==> config.mk <==
export PLATFORM = sky130hd
export DESIGN_NAME = hst_ram
export DESIGN_NICKNAME = d
export VERILOG_FILES = /design/src/rtl/hst_ram.sv
export SDC_FILE = /design/constraint.sdc
export NUM_CORES = 1
export LEC_CHECK = 0
export BUFFER_PORTS_ARGS = -buffer_cell sky130_fd_sc_hd__buf_2
export CORE_MARGIN = 2
export CORE_UTILIZATION = 51
export CTS_CLUSTER_SIZE = 30
export DETAILED_ROUTE_END_ITERATION = 10
export HOLD_SLACK_MARGIN = 0.06
export PLACE_DENSITY_LB_ADDON = 0.2
export SYNTH_ARGS = -nofsm -noshare
export SYNTH_HDL_FRONTEND = slang
export SYNTH_SLANG_ARGS = --single-unit
==> constraint.sdc <==
create_clock -name clk -period 5.5 [get_ports clk]
set_clock_uncertainty 0.15 [all_clocks]
set_input_delay 0.55 -clock clk [delete_from_list [all_inputs] [get_ports clk]]
set_output_delay 0.55 -clock clk [all_outputs]
set_load 0.02 [all_outputs]
==> src/rtl/hst_ram.sv <==
// ----------------------------------------------------------------------------
// hst_ram
// generic simple dual-port ram, one write port, one registered read port
// ----------------------------------------------------------------------------
module hst_ram #(
    parameter  int WIDTH = 8,
    parameter  int DEPTH = 16,
    localparam int AW    = (DEPTH > 1) ? $clog2(DEPTH) : 1
) (
    input  logic             clk,
    input  logic             we,
    input  logic [AW-1:0]    waddr,
    input  logic [WIDTH-1:0] wdata,
    input  logic [AW-1:0]    raddr,
    output logic [WIDTH-1:0] rdata
);

    logic [WIDTH-1:0] mem [DEPTH];

    always_ff @(posedge clk)
    begin
        if (we)
        begin
            mem[waddr] <= wdata;
        end
        rdata <= mem[raddr];
    end

endmodule

# Yosys cells after proc, flatten, opt, wreduce, memory -nomap -nowiden
# Memory sizes are Yosys's and may differ from the RTL's. A register that Yosys moved wholly into a read port is not among the register bits.
# Cells that the tools add are included.
op_classes:
  addsub: 0
  multipliers: 0
  div_mod_pow: 0
  n_lt_le_gt_ge: 0
  eq_ne: 0
  shift: 0
  muxes: 2
  bitwise_logic: 0
  reduce_logical: 0
op_table:
  columns: ["op", "count"]
  rows:
  - ["$mux 1", 2]
totals:
  ff_bits: 0
  latchBits: 0
  ramBits: 128
  romBits: 0
  output_inout_bits: 8
  n_memories: 1
memory_table:
  columns: ["name", "words", "word_bits", "rd", "rd_ports_with_merged_regs", "write_ports", "line_no", "text"]
  rows:
  - ["mem", 16, 8, 1, 1, 1, "18", "logic [WIDTH-1:0] mem [DEPTH];"]

# Logic depth before layout (Yosys ltp)
# Gate-level depths: netlist of the first run.
depth:
  depth_word: 2
  depth_mapped: 5
  mapped_depth_nobuf: 3

# Least setup slack after synthesis of the first run
# No wires, ideal clock.
synth_path:
  kind: "input to register"
  startpoint: "in waddr[2]"
  endpoint: "mem mem[0][0] (enable)"
  t_arrival_ns: 1.660
  slack_ns: 3.307
  path_stages: 2
  path_buffers: 0
  cell_sequence: "or3b_2 -> nor3_1"
synth_rtl:
  columns: ["item", "line_no", "text"]
  rows:
  - ["start: declaration", "12", "input logic [AW-1:0] waddr,"]
  - ["end: declaration", "18", null]
# No word-level cell before the write port.

==> results of run 1 <==
report_power, final:
group          total, mW  leakage [nW]  internal, mW  switching (mW)
clock network       1.16         0.295         0.758           0.405
logic              0.107         0.487        0.0417          0.0655
registers           1.17          1.22          1.16         0.00673
critical path: cells and delay by family:
family / cells / cell delay, ps
simple gates: 1 / 80
compound gates: 1 / 270
buf+inv: 1 / 770
mux: 1 / 680
sequential cells by signal, summed over array words and instances (netlist names):
signal	flops
mem	128
rdata	8
stage by stage:
step	utilization	instances
floorplan	-	229
global placement	0.550	380
detailed placement	0.550	380
CTS	0.613	412
global route	0.614	412
finish	0.614	412
synth_stat cells:
master | n | area [um^2]
edfxtp_1 | 128 | 3840
mux4_1 | 14 | 368
nand2b_1 | 2 | 12.5
buf_4 | 1 | 7.51
nand3_1 | 1 | 5.00
clkdlybuf4s25_2 | 3 | 30.0
buf_6 | 3 | 33.8
buf_2 | 3 | 15.0
nor2_1 | 13 | 48.8
dfxtp_1 | 8 | 160
or3b_2 | 1 | 8.76
nand3b_1 | 2 | 15.0
and2b_1 | 1 | 7.51
mux4_2 | 18 | 405
nand2_1 | 9 | 33.8
nor3_1 | 4 | 20.0
a22oi_1 | 16 | 120
and2_1 | 1 | 6.26
nor2b_1 | 1 | 6.26
layout make-up:
type                       count  area, um^2  area share
multi-input combinational     83        1060       0.177
tap                          133         166      0.0277
clock inverter                12         174      0.0290
timing repair buffer          28         148      0.0246
sequential                   136        4000       0.667
clock buffer                  20         445      0.0742
how the worst max path moves through the flow:
stage / startpoint / end
6_report: raddr[0] / rdata[3]
4_1_cts: waddr[2] / mem[0][3]
2_1_floorplan: waddr[2] / mem[0][0]
5_1_grt: raddr[0] / rdata[2]
3_5_place_dp: waddr[2] / mem[0][2]
3_3_place_gp: waddr[2] / mem[0][2]
layer usage:
metal  up-vias  part of all wire  track usage
li1       1050                 -            -
met5         -            0.0014            0
met4         2             0.015       0.0724
met2        82              0.49        0.293
met3        17             0.049       0.0508
met1      1210              0.45        0.274
cell families after synthesis:
logic type	after synthesis
flip-flops	136
AND/OR/NAND/NOR	35
multiplexers	32
AO/OA/AOI/OAI	16
buffers and inverters	10
cells in the final DEF (no fill, tap or decap), types with 3 or more instances in the layout:
cell type | Yosys | final
a22oi_1 | 16 | 16
buf_2 | 3 | 25
buf_4 | 1 | 3
bufinv_16 | 0 | 4
clkbuf_16 | 0 | 16
clkbuf_8 | 0 | 3
clkinvlp_4 | 0 | 3
dfxtp_1 | 8 | 8
edfxtp_1 | 128 | 128
mux4_1 | 14 | 14
mux4_2 | 18 | 18
nand2_1 | 9 | 9
nor2_1 | 13 | 13
nor3_1 | 4 | 3
==> results.toml, run 1 <==
[clocking]
cts_buffer_depth = 2
htreeDepth = 4
cts_buffers = 17
post-cts-setup-buffer-count = 0
cts_root_buffer = "clkbuf_8"
holdBufCountCts = 0
cts.reportedPaths.clkPinSlew_ps = 60
tritoncts = "built"
cts_resized = 0
cts_num_sinks = 136
clk_latency_ps = 510

[timing]
fin_ws_ps = 3370
slew_violations = 0
hold_slack_ps = 269
max_freq_ghz = 0.470
fin_crit_ps = 2130
slew_headroom = 0.304
worst_slew_pin_slew_ps = 1040
min_period_over_period = 0.387
rsz0062_at_grt = "no"
setup_violations = 0
setup_tns_ps = 0
hold_viol = 0

[pwr]
peakVddDrop_v = 0.000255
powerDensity_nw_per_um2 = 406
total_power_mw = 2.44
p_leak_nw = 2.01

[placed_design]
placed_area_um2 = 5380
place.gp.congestion = 0.703
dpl.hpwl_um = 5580
place_ws_ps = 2700
io_buffers = 25

[routing]
drc = 0
num_vias = 2361
viasPerCell = 5.73
drt_iter0_markers = 201
ant_nets = 0
wirelength_um = 9590
first_pass_iters = 6
wl_per_cell_um = 23.3

[cells_and_area]
fin_area_um2 = 6000
diodes = 0
finalNetCount = 284
synthToLayoutAreaGrowth_pct = 16.6
nFillCells = 703
drive_gt1_frac = 0.280

[worst_setup_path]
critPathMaxFanout = 32
worstSetupEndpointType = "flop"
crit_chain = "buf_2, mux4_1, a22oi_1, nand2_1"
arrival_ps = 2370
critPathKind = "input port to flop"
required_ps = 5750
timing.rr.end = "rdata[5]"
slowest_delay_ps = 770
r2r_slack_ps = 3990
start_kind = "input port"
slowest_stage = "buf_2"
r2r_start = "mem[1][5]"
reg2reg_depth = 3

[synth]
ys_warn_count = 0
synth.distinct_cells = 19
syn_area_per_cell_um2 = 22.5
synth_area_um2 = 5150
synth_cells = 229
seq_area_frac_synth = 0.778
synth_fp_nets = 247
synth_adder_area_share = 0
synth_top_family_by_area = "multiplexers"
muxShareOfSynthArea = 0.150
synth-xor-area-share = 0
synth_compound_area_frac = 0.0233
synth-simple-area-share = 0.0318
ys_ff_latch = 136

[hold_path]
hp-class = "input port to flop"
min_path_cells = 1
min_to = "mem[13][4]"
hold_path.startpoint = "wdata[4]"

[global_route]
grt_pass1_wl_um = 14700
grt_max_degree = 33
grt_pass1_vias = 2430
grt_overflow = 0
antenna_found_initial = 1
track_usage = 0.194

[die]
io-pin-count = 26
die_w_um = 104
core_area_um2 = 9770
initial_core_util = 0.527
std_cell_rows = 36
die_height_um = 104
die_area_um2 = 10900

[flow_run]
drv_cap = 0

[outcome]
status = "completed"
Power figures use the tool's default switching activity.
==> run 2, diff against run 1 <==
==> constraint.sdc (replaced) <==
create_clock -name clk -period 2.1 [get_ports clk]
set_clock_uncertainty 0.15 [all_clocks]
set_input_delay 0.21 -clock clk [delete_from_list [all_inputs] [get_ports clk]]
set_output_delay 0.21 -clock clk [all_outputs]
set_load 0.02 [all_outputs]
==> run 2 against run 1 <==
  * Core utilization grew 1.9 points
  * Hold slack lost 150 ps
  * Non-clock buffer count grew 26
  * Count of clock-buffer cells in the layout shrank 3
  * Largest power group unchanged
  * Highest routed layer is now met4
==> results.toml, run 2 (synthesized netlist as in run 1, its figures left out) <==
[outcome]
status = "completed"

[worst_setup_path]
r2r_slack_ps = 580
arrival_ps = 1730
start_kind = "flop"
critPathMaxFanout = 1
crit_chain = "mux4_2, a22oi_1, nand2_1"
slowest_stage = "mux4_2"
slowest_delay_ps = 460
critPathKind = "flop to flop"
required_ps = 2310
worstSetupEndpointType = "flop"

[routing]
wirelength_um = 9350
drc = 0
drt_iter0_markers = 166
num_vias = 2434
ant_nets = 0
first_pass_iters = 4
wl_per_cell_um = 21.4
viasPerCell = 5.57

[placed_design]
place.gp.congestion = 0.711
placed_area_um2 = 5540
placed_cells = 398
io_buffers = 25
dpl.hpwl_um = 5810

[clocking]
cts_num_sinks = 136
tritoncts = "built"
cts_buffers = 17
post-cts-setup-buffer-count = 0
clk_latency_ps = 510
cts_resized = 0
cts.reportedPaths.clkPinSlew_ps = 60
cts_buffer_depth = 2
htreeDepth = 4
cts_root_buffer = "clkbuf_8"

[pwr]
powerDensity_nw_per_um2 = 1000
peakVddDrop_v = 0.000514
p_leak_nw = 2.11

[die]
std_cell_rows = 36
core_area_um2 = 9770
die_w_um = 104
initial_core_util = 0.527
io-pin-count = 26
die_area_um2 = 10900
die_height_um = 104

[timing]
hold_viol = 0
setup_tns_ps = 0
fin_crit_ps = 1520
setup_violations = 0
max_freq_ghz = 0.660
rsz0062_at_grt = "no"
slew_violations = 0
slew_headroom = 0.738
worst_slew_pin_slew_ps = 393
min_period_over_period = 0.722

[global_route]
grt_pass1_vias = 2430
antenna_found_initial = 0
grt_pass1_wl_um = 14000
track_usage = 0.182
grt_max_degree = 25
grt_overflow = 0

[cells_and_area]
largest_register_ffs = 128
final_cell_mix = "128 x edfxtp_1, 25 x buf_2, 19 x buf_4"
top_regs = "mem (128), rdata (8)"
final_common_cell = "edfxtp_1"
fin_area_um2 = 6190
synthToLayoutAreaGrowth_pct = 20.2
drive_gt1_frac = 0.309
largest_register = "mem"
diodes = 0
finalNetCount = 310
nFillCells = 692
instances_no_fill = 437

[hold_path]
hp-class = "input port to flop"

[flow_run]
drv_cap = 0
[run 2: layer usage]
layer	vias up	global-route usage	routed length [um]
met5	-	0	0
met4	0	0.0676	73
met3	7	0.0476	413
met2	66	0.287	4660
met1	1261	0.247	4200
li1	1100	-	-
[run 2: layout make-up]
class,count,area (um^2),area share
Sequential cell,136,4000,0.647
Multi-Input combinational cell,83,1060,0.171
Clock buffer,17,414,0.0669
Timing Repair Buffer,54,388,0.0627
Tap cell,133,166,0.0269
Clock inverter,14,159,0.0257
[run 2: power by group]
part	internal (mW)	switching [mW]
Sequential	3.04	0.0165
Clock	1.78	1.04
Combinational	0.134	0.175
[run 2: stage by stage]
stage	hold WS (ps)	util	worst slack, ps	total power, mW
5_1_grt	126	0.633	538	6.37
2_1_floorplan	159	-	247	3.28
6_report	120	0.633	584	6.19
3_5_place_dp	456	0.566	175	3.41
4_1_cts	89.7	0.633	579	6.23
3_3_place_gp	450	0.566	178	3.40
[run 2: repair_timing]
action,4_1_cts,5_1_grt
endpoints found under the hold margin,128,0
hold buffers,8,0
endpoints found under the setup margin,0,0
[run 2: critical path, delay by kind of cell, from the launching register on]
kind / cells / cell delay [ps]
multiplexers: 1 / 460
AND/OR/NAND/NOR: 1 / 150
flip-flops: 1 / 360
AO/OA/AOI/OAI: 1 / 250
[run 2: final timing paths]
check                                 from  depth (start not counted)         to
worst max-delay path            mem[10][7]                          3   rdata[7]
worst min-delay path              waddr[0]                          3  mem[8][3]
worst max register to register  mem[10][7]                          3   rdata[7]
worst min register to register   mem[4][3]                          3   rdata[3]
